==> src/rtl/lpht_pkg.sv <==
`timescale 1ns / 1ps

package lpht_pkg;

    // Two-bit code carried by kind, slot state and result status.
    typedef logic [1:0] code_t;

    // Operation kinds on the input tuser.
    localparam code_t KIND_INSERT = 2'd0;
    localparam code_t KIND_DELETE = 2'd1;
    localparam code_t KIND_SEARCH = 2'd2;

    // Per-slot state kept next to each stored key.
    localparam code_t SLOT_EMPTY = 2'd0;
    localparam code_t SLOT_USED  = 2'd1;
    localparam code_t SLOT_GONE  = 2'd2;

    // Result status on the output tuser.
    localparam code_t STAT_OK   = 2'd0;
    localparam code_t STAT_MISS = 2'd1;
    localparam code_t STAT_FULL = 2'd2;

    // One result beat, before packing onto the output bus.
    typedef struct packed {
        code_t      status;
        logic [3:0] slot;
        logic [4:0] occupancy;
    } result_t;

endpackage

==> src/rtl/linear_probe_hash_table.sv <==
`timescale 1ns / 1ps

// Open-addressing hash table with linear probing and tombstones.
// Input beat: s_tuser carries the operation (insert, delete, search) and
// s_tdata the key. Each accepted beat produces exactly one result beat:
// m_tuser carries the status (done or found, not found, table full) and
// m_tdata the slot and the number of live keys after the operation.
// One operation is in flight at a time; s_tready is low while it runs.
// After the beat is accepted the home slot is hashed, then 1 to TABLE_SIZE
// slots are probed, one slot per cycle through the single read port of the
// slot memory, and the result is loaded into the output register once it is
// free. s_tready comes back together with m_tvalid, so a new beat is taken
// only once the last one has its result. When TABLE_SIZE is not a power of
// two the home slot is folded one hash byte per cycle and then reduced by a
// reciprocal multiply.
// After reset the block sweeps the slot memory to empty, one slot a cycle,
// before s_tready rises. A finished result waits in the output register
// while m_tready is low; the next beat is accepted meanwhile, but its result
// is held back until the register frees up.
module linear_probe_hash_table_top #(
    parameter int TABLE_SIZE = 16,
    parameter int KEY_WIDTH  = 32
) (
    input  logic        aclk,
    input  logic        aresetn,
    input  logic        s_tvalid,
    output logic        s_tready,
    input  logic [31:0] s_tdata,   // [31:0] key
    input  logic [1:0]  s_tuser,   // [1:0] kind
    output logic        m_tvalid,
    input  logic        m_tready,
    output logic [15:0] m_tdata,   // [3:0] slot, [8:4] occupancy, [15:9] zero
    output logic [1:0]  m_tuser    // [1:0] status
);

    localparam int KW = (KEY_WIDTH < 32) ? KEY_WIDTH : 32;
    localparam int IW = $clog2(TABLE_SIZE);

    logic              hash_start;
    logic [KW-1:0]     hash_key;
    logic              hash_done;
    logic [IW-1:0]     hash_home;
    logic              mem_we;
    logic [IW-1:0]     mem_waddr;
    logic [KW+1:0]     mem_wdata;
    logic [IW-1:0]     mem_raddr;
    logic [KW+1:0]     mem_rdata;
    lpht_pkg::result_t result;

    lpht_hash #(
        .TABLE_SIZE (TABLE_SIZE),
        .KEY_WIDTH  (KEY_WIDTH)
    ) u_hash (
        .aclk    (aclk),
        .aresetn (aresetn),
        .start   (hash_start),
        .key     (hash_key),
        .done    (hash_done),
        .home    (hash_home)
    );

    lpht_mem #(
        .DEPTH (TABLE_SIZE),
        .WIDTH (KW + 2)
    ) u_mem (
        .aclk  (aclk),
        .we    (mem_we),
        .waddr (mem_waddr),
        .wdata (mem_wdata),
        .raddr (mem_raddr),
        .rdata (mem_rdata)
    );

    lpht_ctrl #(
        .TABLE_SIZE (TABLE_SIZE),
        .KEY_WIDTH  (KEY_WIDTH)
    ) u_ctrl (
        .aclk       (aclk),
        .aresetn    (aresetn),
        .s_tvalid   (s_tvalid),
        .s_tready   (s_tready),
        .s_kind     (s_tuser),
        .s_key      (s_tdata),
        .hash_start (hash_start),
        .hash_key   (hash_key),
        .hash_done  (hash_done),
        .hash_home  (hash_home),
        .mem_we     (mem_we),
        .mem_waddr  (mem_waddr),
        .mem_wdata  (mem_wdata),
        .mem_raddr  (mem_raddr),
        .mem_rdata  (mem_rdata),
        .m_tvalid   (m_tvalid),
        .m_tready   (m_tready),
        .m_result   (result)
    );

    // Pack the result beat onto the output bus.
    assign m_tuser = result.status;
    assign m_tdata = {7'd0, result.occupancy, result.slot};

    // Only one operation runs at a time.
    a_one_in_flight: assert property (@(posedge aclk) disable iff (!aresetn)
        s_tvalid && s_tready |=> !s_tready)
        else $error("input accepted while an operation was running");

    // A failed operation never reports a slot.
    a_slot_zero_on_fail: assert property (@(posedge aclk) disable iff (!aresetn)
        m_tvalid && m_tuser != lpht_pkg::STAT_OK |-> m_tdata[3:0] == 4'd0)
        else $error("nonzero slot on a failed operation");

    // A full report only comes with every slot live.
    a_full_means_all_live: assert property (@(posedge aclk) disable iff (!aresetn)
        m_tvalid && m_tuser == lpht_pkg::STAT_FULL |-> m_tdata[8:4] == 5'(TABLE_SIZE))
        else $error("table full reported with free slots");

    // Live count never exceeds the table size.
    a_occupancy_bound: assert property (@(posedge aclk) disable iff (!aresetn)
        m_tvalid |-> (TABLE_SIZE > 31) || (32'(m_tdata[8:4]) <= 32'(TABLE_SIZE)))
        else $error("occupancy above table size");

endmodule

==> src/rtl/lpht_hash.sv <==
`timescale 1ns / 1ps

module lpht_hash #(
    parameter int TABLE_SIZE = 16,
    parameter int KEY_WIDTH  = 32
) (
    input  logic                          aclk,
    input  logic                          aresetn,
    input  logic                          start,
    input  logic [((KEY_WIDTH < 32) ? KEY_WIDTH : 32)-1:0] key,
    output logic                          done,
    output logic [$clog2(TABLE_SIZE)-1:0] home
);

    localparam int HW = (KEY_WIDTH < 35) ? KEY_WIDTH : 35;
    localparam int IW = $clog2(TABLE_SIZE);
    localparam bit IS_POW2 = ((1 << IW) == TABLE_SIZE);

    logic [34:0]   key_wide;
    logic [34:0]   sum_wide;
    logic [HW-1:0] hash_val;

    // Weight of byte j of the hash, taken modulo the table size.
    function automatic int pow256_mod(int j);
        int v;
        v = 1 % TABLE_SIZE;
        for (int i = 0; i < j; i++) begin
            v = (v * 256) % TABLE_SIZE;
        end
        return v;
    endfunction

    // Multiply by five as shift plus add, add three, then wrap to KEY_WIDTH bits, at most 35.
    assign key_wide = 35'(key);
    assign sum_wide = (key_wide << 2) + key_wide + 35'd3;
    assign hash_val = sum_wide[HW-1:0];

    if (IS_POW2) begin : g_pow2
        logic          done_reg;
        logic [IW-1:0] home_reg;

        // A power-of-two table size keeps the low bits of the hash.
        always_ff @(posedge aclk) begin
            if (!aresetn) begin
                done_reg <= 1'b0;
            end else begin
                done_reg <= start;
            end
            if (start) begin
                home_reg <= IW'(hash_val);
            end
        end

        assign done = done_reg;
        assign home = home_reg;
    end else begin : g_fold
        localparam int NB = (HW + 7) / 8;
        localparam int SW = NB * 8;
        localparam int AW = 23;
        localparam int PW = 2 * AW;
        localparam int RW = IW + 1;
        localparam int W0 = pow256_mod(0);
        localparam int W1 = pow256_mod(1);
        localparam int W2 = pow256_mod(2);
        localparam int W3 = pow256_mod(3);
        localparam int W4 = pow256_mod(4);
        localparam logic [AW-1:0] RECIP = AW'((1 << AW) / TABLE_SIZE);
        localparam logic [AW-1:0] MODV  = AW'(TABLE_SIZE);

        logic          busy_reg;
        logic          done_reg;
        logic [2:0]    step_reg;
        logic [SW-1:0] shift_reg;
        logic [AW-1:0] acc_reg;
        logic [AW-1:0] q_reg;
        logic [RW-1:0] rem_reg;
        logic [IW-1:0] home_reg;
        logic [11:0]   weight;
        logic [19:0]   term;
        logic [PW-1:0] q_prod;
        logic [AW-1:0] qm_prod;

        // Each hash byte is weighted by its power of 256 modulo the table size.
        always_comb begin
            case (step_reg)
                3'd0:    weight = 12'(W0);
                3'd1:    weight = 12'(W1);
                3'd2:    weight = 12'(W2);
                3'd3:    weight = 12'(W3);
                3'd4:    weight = 12'(W4);
                default: weight = 12'd0;
            endcase
        end

        // The folded sum stays below 2^23, so a 23-bit reciprocal gives a
        // quotient that is at most one short; one compare and subtract fixes it.
        assign term    = {12'd0, shift_reg[7:0]} * {8'd0, weight};
        assign q_prod  = PW'(acc_reg) * PW'(RECIP);
        assign qm_prod = q_reg * MODV;

        // Fold one byte per cycle, then quotient, remainder and final correction.
        always_ff @(posedge aclk) begin
            if (!aresetn) begin
                busy_reg <= 1'b0;
                done_reg <= 1'b0;
                step_reg <= '0;
            end else begin
                done_reg <= 1'b0;
                if (start) begin
                    busy_reg <= 1'b1;
                    step_reg <= '0;
                end else if (busy_reg) begin
                    if (step_reg == 3'(NB + 2)) begin
                        busy_reg <= 1'b0;
                        done_reg <= 1'b1;
                    end
                    step_reg <= step_reg + 3'd1;
                end
            end
            if (start) begin
                shift_reg <= SW'(hash_val);
                acc_reg   <= '0;
            end else if (busy_reg) begin
                if (step_reg < 3'(NB)) begin
                    acc_reg   <= acc_reg + AW'(term);
                    shift_reg <= shift_reg >> 8;
                end
                if (step_reg == 3'(NB)) begin
                    q_reg <= q_prod[PW-1:AW];
                end
                if (step_reg == 3'(NB + 1)) begin
                    rem_reg <= RW'(acc_reg - qm_prod);
                end
                if (step_reg == 3'(NB + 2)) begin
                    home_reg <= (rem_reg >= RW'(TABLE_SIZE))
                                ? IW'(rem_reg - RW'(TABLE_SIZE)) : IW'(rem_reg);
                end
            end
        end

        assign done = done_reg;
        assign home = home_reg;
    end

endmodule

==> src/rtl/lpht_mem.sv <==
`timescale 1ns / 1ps

module lpht_mem #(
    parameter int DEPTH = 16,
    parameter int WIDTH = 34
) (
    input  logic                     aclk,
    input  logic                     we,
    input  logic [$clog2(DEPTH)-1:0] waddr,
    input  logic [WIDTH-1:0]         wdata,
    input  logic [$clog2(DEPTH)-1:0] raddr,
    output logic [WIDTH-1:0]         rdata
);

    logic [WIDTH-1:0] mem [DEPTH];
    logic [WIDTH-1:0] rdata_reg;

    // One write port and one read port with registered read data.
    always_ff @(posedge aclk) begin
        if (we) begin
            mem[waddr] <= wdata;
        end
        rdata_reg <= mem[raddr];
    end

    assign rdata = rdata_reg;

endmodule

==> src/rtl/lpht_ctrl.sv <==
`timescale 1ns / 1ps

module lpht_ctrl #(
    parameter int TABLE_SIZE = 16,
    parameter int KEY_WIDTH  = 32
) (
    input  logic                          aclk,
    input  logic                          aresetn,
    // Input beat
    input  logic                          s_tvalid,
    output logic                          s_tready,
    input  lpht_pkg::code_t               s_kind,
    input  logic [31:0]                   s_key,
    // Home slot unit
    output logic                          hash_start,
    output logic [((KEY_WIDTH < 32) ? KEY_WIDTH : 32)-1:0] hash_key,
    input  logic                          hash_done,
    input  logic [$clog2(TABLE_SIZE)-1:0] hash_home,
    // Slot memory
    output logic                          mem_we,
    output logic [$clog2(TABLE_SIZE)-1:0] mem_waddr,
    output logic [((KEY_WIDTH < 32) ? KEY_WIDTH : 32)+1:0] mem_wdata,
    output logic [$clog2(TABLE_SIZE)-1:0] mem_raddr,
    input  logic [((KEY_WIDTH < 32) ? KEY_WIDTH : 32)+1:0] mem_rdata,
    // Result beat
    output logic                          m_tvalid,
    input  logic                          m_tready,
    output lpht_pkg::result_t             m_result
);

    localparam int KW = (KEY_WIDTH < 32) ? KEY_WIDTH : 32;
    localparam int IW = $clog2(TABLE_SIZE);
    localparam int CW = $clog2(TABLE_SIZE + 1);
    localparam logic [IW-1:0] LAST_IDX = IW'(TABLE_SIZE - 1);

    typedef enum logic [2:0] {
        S_CLEAR,
        S_IDLE,
        S_HASH,
        S_PROBE,
        S_RESULT
    } ctrl_state_t;

    ctrl_state_t       state_reg, state_next;
    logic [IW-1:0]     idx_reg, idx_next;
    logic [IW-1:0]     cnt_reg, cnt_next;
    logic [CW-1:0]     live_reg, live_next;
    logic              m_tvalid_reg, m_tvalid_next;
    lpht_pkg::result_t m_result_reg, m_result_next;
    lpht_pkg::code_t   kind_reg, kind_next;
    logic [KW-1:0]     key_reg, key_next;
    lpht_pkg::code_t   res_status_reg, res_status_next;
    logic [IW-1:0]     res_slot_reg, res_slot_next;

    lpht_pkg::code_t   q_state;
    logic [KW-1:0]     q_key;
    logic [IW-1:0]     idx_wrap;
    logic              accept;

    assign q_state  = mem_rdata[KW+1:KW];
    assign q_key    = mem_rdata[KW-1:0];
    assign idx_wrap = (idx_reg == LAST_IDX) ? '0 : idx_reg + IW'(1);
    assign accept   = s_tvalid && s_tready;

    assign s_tready   = (state_reg == S_IDLE);
    assign hash_start = accept;
    assign hash_key   = s_key[KW-1:0];
    assign mem_raddr  = idx_next;
    assign mem_waddr  = idx_reg;
    assign m_tvalid   = m_tvalid_reg;
    assign m_result   = m_result_reg;

    // Sequencer: clear pass, hash wait, one slot probed per cycle, result hand-off.
    always_comb begin
        state_next      = state_reg;
        idx_next        = idx_reg;
        cnt_next        = cnt_reg;
        live_next       = live_reg;
        m_tvalid_next   = m_tvalid_reg && !m_tready;
        m_result_next   = m_result_reg;
        kind_next       = kind_reg;
        key_next        = key_reg;
        res_status_next = res_status_reg;
        res_slot_next   = res_slot_reg;
        mem_we          = 1'b0;
        mem_wdata       = {lpht_pkg::SLOT_EMPTY, KW'(0)};

        unique case (state_reg)
            S_CLEAR: begin
                mem_we    = 1'b1;
                mem_wdata = {lpht_pkg::SLOT_EMPTY, KW'(0)};
                idx_next  = idx_wrap;
                if (idx_reg == LAST_IDX) begin
                    state_next = S_IDLE;
                end
            end
            S_IDLE: begin
                if (accept) begin
                    kind_next  = s_kind;
                    key_next   = s_key[KW-1:0];
                    state_next = S_HASH;
                end
            end
            S_HASH: begin
                if (hash_done) begin
                    idx_next   = hash_home;
                    cnt_next   = '0;
                    state_next = S_PROBE;
                end
            end
            S_PROBE: begin
                res_slot_next = idx_reg;
                if (kind_reg == lpht_pkg::KIND_INSERT) begin
                    if (q_state != lpht_pkg::SLOT_USED) begin
                        // First free or tombstoned slot takes the key.
                        mem_we          = 1'b1;
                        mem_wdata       = {lpht_pkg::SLOT_USED, key_reg};
                        live_next       = live_reg + CW'(1);
                        res_status_next = lpht_pkg::STAT_OK;
                        state_next      = S_RESULT;
                    end else if (cnt_reg == LAST_IDX) begin
                        res_status_next = lpht_pkg::STAT_FULL;
                        state_next      = S_RESULT;
                    end else begin
                        idx_next = idx_wrap;
                        cnt_next = cnt_reg + IW'(1);
                    end
                end else if (kind_reg == lpht_pkg::KIND_DELETE ||
                             kind_reg == lpht_pkg::KIND_SEARCH) begin
                    if (q_state == lpht_pkg::SLOT_EMPTY) begin
                        res_status_next = lpht_pkg::STAT_MISS;
                        state_next      = S_RESULT;
                    end else if (q_state == lpht_pkg::SLOT_USED && q_key == key_reg) begin
                        res_status_next = lpht_pkg::STAT_OK;
                        state_next      = S_RESULT;
                        if (kind_reg == lpht_pkg::KIND_DELETE) begin
                            // Tombstone keeps the stored key bits as they are.
                            mem_we    = 1'b1;
                            mem_wdata = {lpht_pkg::SLOT_GONE, q_key};
                            if (live_reg != '0) begin
                                live_next = live_reg - CW'(1);
                            end
                        end
                    end else if (cnt_reg == LAST_IDX) begin
                        res_status_next = lpht_pkg::STAT_MISS;
                        state_next      = S_RESULT;
                    end else begin
                        idx_next = idx_wrap;
                        cnt_next = cnt_reg + IW'(1);
                    end
                end else begin
                    // Unused kind changes nothing and reports a miss.
                    res_status_next = lpht_pkg::STAT_MISS;
                    state_next      = S_RESULT;
                end
            end
            S_RESULT: begin
                if (!m_tvalid_reg || m_tready) begin
                    m_tvalid_next           = 1'b1;
                    m_result_next.status    = res_status_reg;
                    m_result_next.slot      = (res_status_reg == lpht_pkg::STAT_OK)
                                              ? 4'(res_slot_reg) : 4'd0;
                    m_result_next.occupancy = 5'(live_reg);
                    state_next              = S_IDLE;
                end
            end
            default: begin
                state_next = S_IDLE;
            end
        endcase
    end

    // State, counters and the output register.
    always_ff @(posedge aclk) begin
        if (!aresetn) begin
            state_reg    <= S_CLEAR;
            idx_reg      <= '0;
            cnt_reg      <= '0;
            live_reg     <= '0;
            m_tvalid_reg <= 1'b0;
        end else begin
            state_reg    <= state_next;
            idx_reg      <= idx_next;
            cnt_reg      <= cnt_next;
            live_reg     <= live_next;
            m_tvalid_reg <= m_tvalid_next;
        end
        m_result_reg   <= m_result_next;
        kind_reg       <= kind_next;
        key_reg        <= key_next;
        res_status_reg <= res_status_next;
        res_slot_reg   <= res_slot_next;
    end

endmodule
==> config.mk <==
export PLATFORM = sky130hd
export DESIGN_NAME = linear_probe_hash_table_top
export DESIGN_NICKNAME = d
export VERILOG_FILES = /design/src/rtl/lpht_pkg.sv /design/src/rtl/linear_probe_hash_table.sv /design/src/rtl/lpht_hash.sv /design/src/rtl/lpht_mem.sv /design/src/rtl/lpht_ctrl.sv
export SDC_FILE = /design/constraint.sdc
export NUM_CORES = 1
export LEC_CHECK = 0
export BUFFER_PORTS_ARGS = -buffer_cell sky130_fd_sc_hd__buf_4
export CAP_MARGIN = 20
export CORE_MARGIN = 5
export CORE_UTILIZATION = 36
export CTS_CLUSTER_DIAMETER = 60
export DETAILED_ROUTE_END_ITERATION = 7
export PLACE_DENSITY = 0.61
export SETUP_SLACK_MARGIN = 0.02
export SYNTH_ARGS = -nofsm -noshare
export SYNTH_HDL_FRONTEND = slang
export SYNTH_SLANG_ARGS = --single-unit
==> constraint.sdc <==
create_clock -name aclk -period 7.35 [get_ports aclk]
set_clock_uncertainty 0.05 [all_clocks]
set_input_delay 1.47 -clock aclk [delete_from_list [all_inputs] [get_ports aclk]]
set_output_delay 1.47 -clock aclk [all_outputs]
set_load 0.1 [all_outputs]
==> impl_metrics.json, run 1 <==
{
  "cp.buffers_inverters": 2,
  "synthTopCellsByArea": "edfxtp_1 68%, mux2i_1 10%, dfxtp_1 3.9%, nor3_1 2.6%, nand2_1 2.3%",
  "antenna_found_initial": 4,
  "path_cells": "xnor2_1, nand4_1, nor3_2, and3_1, nand2_1, nor2_4, buf_4, o21bai_1, nand2_1, nor2_4, buf_4",
  "yosysSeqAreaShare_pct": 71.6,
  "holdBufCountCts": 0,
  "path_max_fanout": 49,
  "grtUsageTotal_pct": 15.9,
  "yosys_warnings": 0,
  "async_flop_share_pct": 0,
  "fmax_mhz": 215,
  "cts_tree": "yes",
  "cpLargestDelayFamily": "simple AND/OR/NAND/NOR gates",
  "combinationalPowerShare_pct": 21.8,
  "dieHeight_um": 282,
  "wl_per_cell_um": 22.6,
  "rsz0062_at_grt": "false",
  "grt_max_degree": 114,
  "core_area_um2": 73100,
  "cp-end-kind": "flop",
  "synth_cell_types": 70,
  "cts_max_level": 3,
  "switching_share_pct": 29.6,
  "pin_count": 58,
  "cts_buffers": 70,
  "fin_crit_sh_pct": 63.4,
  "ctsResizeCount": 0,
  "switching_power_mw": 3.00,
  "slew_headroom_pct": 20.4,
  "violations": "design-rule violations",
  "syn2layout_area_growth_pct": 13.7,
  "slew_viol_final": 0,
  "yosysMostFrequentCell": "edfxtp_1",
  "synth_flop_cell": "edfxtp_1",
  "clkTransAtPathRegs_ns": 0.06,
  "ys_ff_latch": 651,
  "p_per_area_nw_per_um2": 335,
  "hold_viol": 0,
  "vias_per_cell": 5.36,
  "finalSetupTns_ns": 0,
  "io_buffers": 50,
  "grt_overflow": 0,
  "largest_reg_flops": 544,
  "yosysTopAreaCellShare_pct": 67.7,
  "n_antenna_cell": 0,
  "grt_pass1_wl_um": 95400,
  "internal_power_mw": 7.13,
  "gp_congestion": 0.871,
  "cpMaxStageDelayCell": "nor2_4",
  "hold_slack_ns": 0.415,
  "avgSynthCellArea_um2": 15.1,
  "synth_area_leader_cell": "edfxtp_1",
  "dr.pass1.iters": 8,
  "max_cap_viol_count": 0,
  "wl_um": 63700,
  "utilization_pct": 41.4,
  "num_vias": 15100,
  "setup_viol": 0,
  "dieArea_um2": 79400,
  "tightest_slew_ns": 1.19,
  "clock_latency_ns": 0.60,
  "worstPathRequired_ns": 7.55,
  "hold_class": "flop to flop",
  "power_frac_seq_pct": 44.4,
  "fillers": 6584,
  "outcome": "finished, violations left",
  "max_stage_delay_ns": 0.54,
  "row_count": 99,
  "drt_iter0_markers": 1330,
  "worstPathArrival_ns": 4.86,
  "synth_edf_count": 599,
  "hpwl_um": 35500,
  "clock-sinks": 651,
  "cts_setup_buffers": 0,
  "synthCells": 1760,
  "layout.nets": 1861,
  "layout-drive-gt1-share_pct": 12.0,
  "ctsLongestPathBuffers": 3,
  "drc_errors": 3,
  "worstSetupPathType": "flop to flop",
  "root_buffer": "clkbuf_16",
  "synth_area_um2": 26600,
  "drtAntennaViolNets": 0,
  "leakage_nw": 10.1,
  "initial_core_util_pct": 36.4,
  "irDropWorstVdd_mv": 0.341,
  "grt_pass1_vias": 15000,
  "power.share.clock_pct": 33.8,
  "min_period_ns": 4.66,
  "die_w_um": 282,
  "worstSetupStartpointType": "flop",
  "synthTopCellsByCount": "599 x edfxtp_1, 266 x mux2i_1, 164 x nand2_1"
}
-- worst paths after layout --
check	slack [ns]	depth (start not counted)	endpoint	from
max	2.69	11	u_mem.mem[14][14]	u_ctrl.key_reg[22]
min reg2reg	0.41	0	u_ctrl.m_result[9]	u_ctrl.res_status_reg[0]
max reg2reg	2.69	11	u_mem.mem[14][14]	u_ctrl.key_reg[22]
min	0.41	0	u_ctrl.m_result[9]	u_ctrl.res_status_reg[0]
-- power groups by stage --
stage | clock network (mW) | logic (mW) | registers, mW
6_report | 3.42 | 2.21 | 4.50
5_1_grt | 3.66 | 2.39 | 4.53
3_5_place_dp | 0 | 2.22 | 4.57
4_1_cts | 3.50 | 2.22 | 4.50
2_1_floorplan | 0 | 1.63 | 4.54
3_3_place_gp | 0 | 2.22 | 4.56
-- layout by cell type, fill, tap and decap left out, drive strengths merged, types with 3 or more instances in the layout --
master and count:
edfxtp 599, mux2i 266, nand2 165, nor3 138
clkbuf 91, buf 84, dfxtp 52, nand3 44
nor2 44, a22o 37, xnor2 36, nor4 36
a21oi 36, a31oi 34, a22oi 29, clkinv 21
inv 19, o21ai 16, ha 13, nand4 9
and2 8, conb 7, nor2b 7, bufinv 6
a221oi 5, nand3b 4, and3 4, clkinvlp 4
or3 3, nand2b 3, o211ai 3, a211oi 3
a21o 3
-- layout make-up --
class                   instances  area (um^2)  area share, %
clock buffers                  91         1870           6.19
clock inverters                35          364           1.20
inverters                      15         56.3          0.186
multi-input cells             987         7020           23.2
flip-flops and latches        651        19000           63.0
well taps                     959         1200           3.97
repair buffers                 84          681           2.25
-- metal layers --
layer	up-vias	track usage (%)	share of wire, %
met4	0	4.67	2.7
met2	494	24.8	46
met1	7634	22.5	45
met3	115	3.28	6.4
li1	6871	-	-
met5	-	0	0
-- worst reg2reg max path, stage by stage, from the launching register on --
cell      delay [ns]
edfxtp_1        0.41
xnor2_1         0.29
nand4_1         0.29
nor3_2          0.38
and3_1          0.51
nand2_1         0.17
nor2_4          0.10
buf_4           0.47
o21bai_1        0.29
nand2_1         0.30
nor2_4          0.54
buf_4           0.50
-- kinds of logic after synthesis --
logic type      share of synthesized area (%)
xor+xnor                                 1.25
simple gates                             8.40
mux                                      10.2
compound gates                           5.13
other cells                            0.0141
fa+ha+maj                               0.687
buf+inv                                  2.72
flops                                    71.6
-- stage by stage --
step                total power, mW  setup slack, ns  std cells  instance area [um^2]
floorplan                      6.17             1.65       1766                 26600
global placement               6.78             2.73       2696                 28000
detailed placement             6.79             2.68       2696                 28000
CTS                            10.2             2.65       2822                 30200
global route                   10.6             2.45       2822                 30200
finish                         10.1             2.69       2822                 30200
Note: power is estimated with default switching activity, not from simulation.
==> run 2, diff against run 1 <==
- clock period: 7.35 -> 4.4 ns (I/O delays scaled with it)
==> run 2 against run 1 <==
- the flow now finishes without violations
- combinational power up 76%
- sequential power rose by 67%
- critical path type unchanged
- sequential cell count unchanged
- final cell count grew 0.78%
==> impl_metrics.json, run 2 (same netlist as run 1, synthesis figures left out) <==
{
  "ctsLongestPathBuffers": 3,
  "worstSetupPathType": "flop to flop",
  "dieArea_um2": 79400,
  "holdBufCountCts": 0,
  "met1_usage_pct": 23.3,
  "mostFrequentLayoutCells": "599 x edfxtp_1, 266 x mux2i_1, 164 x nand2_1",
  "hold_viol": 0,
  "grt_overflow": 0,
  "grt_max_degree": 90,
  "setup_viol": 0,
  "ctsResizeCount": 0,
  "layout.nets": 1883,
  "place_ws_ns": 0.499,
  "outcome": "complete, no violations",
  "rsz0062_at_grt": "false",
  "root_buffer": "clkbuf_16",
  "worstSetupStartpointType": "flop",
  "io_buffers": 50,
  "utilization_pct": 42.0,
  "cts_setup_buffers": 0,
  "slew_viol_final": 0,
  "grtUsageTotal_pct": 16.3,
  "pin_count": 58,
  "fmax_mhz": 253,
  "hold_slack_ns": 0.397,
  "largest_reg_flops": 544,
  "gp_congestion": 0.838,
  "drtAntennaViolNets": 0,
  "hold_class": "input port to flop",
  "hpwl_um": 35000,
  "cts_max_level": 3,
  "slew_headroom_pct": 44.9,
  "clkTransAtPathRegs_ns": 0.06,
  "worstPathRequired_ns": 4.81,
  "dieHeight_um": 282,
  "irDropWorstVdd_mv": 0.320,
  "vias_per_cell": 5.37,
  "cts_buffers": 70,
  "met2_usage_pct": 25.8,
  "antenna_found_initial": 0,
  "drt_iter0_markers": 1434,
  "layout-drive-gt1-share_pct": 13.1,
  "leakage_nw": 10.3,
  "fillers": 6550,
  "num_vias": 15300,
  "wl_per_cell_um": 23.1,
  "finalPower_mw": 17.0,
  "fin_crit_sh_pct": 90.0,
  "cts_tree": "yes",
  "grt_pass1_wl_um": 97100,
  "n_antenna_cell": 0,
  "row_count": 99,
  "finalSetupTns_ns": 0,
  "clock_latency_ns": 0.61,
  "wl_um": 65700,
  "setup_ws_ns": 0.441,
  "core_area_um2": 73100,
  "max_cap_viol_count": 0,
  "tightest_slew_ns": 0.825,
  "worstPathArrival_ns": 4.37,
  "grt_pass1_vias": 15100,
  "die_w_um": 282,
  "syn2layout_area_growth_pct": 15.6,
  "initial_core_util_pct": 36.4,
  "met3_usage_pct": 3.07,
  "clock-sinks": 651,
  "path_max_fanout": 89,
  "final_common_cell": "edfxtp_1",
  "p_per_area_nw_per_um2": 554,
  "dr.pass1.iters": 6,
  "drc_errors": 0,
  "cp-end-kind": "flop",
  "min_period_ns": 3.96,
  "grt-busiest-layer": "met2"
}
run 2: power breakdown:
| group | switching (mW) | internal [mW] | leakage (nW) | total, mW |
|---|---|---|---|---|
| Combinational | 2.47 | 1.42 | 3.95 | 3.90 |
| Clock | 2.37 | 3.23 | 1.08 | 5.60 |
| Sequential | 0.251 | 7.27 | 5.26 | 7.52 |
run 2: per-layer routing:
layer | vias up | part of all wire (%)
li1 | 6928 | -
met1 | 7731 | 45
met2 | 499 | 46
met3 | 109 | 6.2
met4 | 0 | 2.6
met5 | - | 0
run 2: stage by stage:
| stage | instance area, um^2 | instances |
|---|---|---|
| 2_1_floorplan | 26600 | 1766 |
| 3_3_place_gp | 28500 | 2718 |
| 3_5_place_dp | 28500 | 2718 |
| 4_1_cts | 30700 | 2844 |
| 5_1_grt | 30700 | 2844 |
| 6_report | 30700 | 2844 |
run 2: critical path: stages (launching register included):
cell	delay (ns)
edfxtp_1	0.48
xnor2_1	0.51
nand4_1	0.32
nor4_1	0.63
nand4_1	0.19
o32a_1	0.28
a21oi_4	0.22
buf_12	0.40
nand2_1	0.32
a21oi_1	0.28
a221oi_2	0.06
run 2: final cells by class:
type	instances	area (um^2)	area share (%)
sequential	651	19000	61.9
clock inverter	31	287	0.933
clock buffer	95	1930	6.28
timing repair buffer	106	1170	3.81
inverter	15	56.3	0.183
tap	959	1200	3.91
multi-input combinational	987	7050	23.0
run 2: worst paths after layout:
path	start	endpoint	slack [ns]	depth (start not counted)
worst max-delay path	u_ctrl.key_reg[10]	u_mem.rdata[5]	0.44	10
worst min-delay path	s_tdata[13]	u_ctrl.key_reg[13]	0.40	1
worst max register to register	u_ctrl.key_reg[10]	u_mem.rdata[5]	0.44	10
worst min register to register	u_ctrl.res_status_reg[1]	u_ctrl.m_result[10]	0.42	0
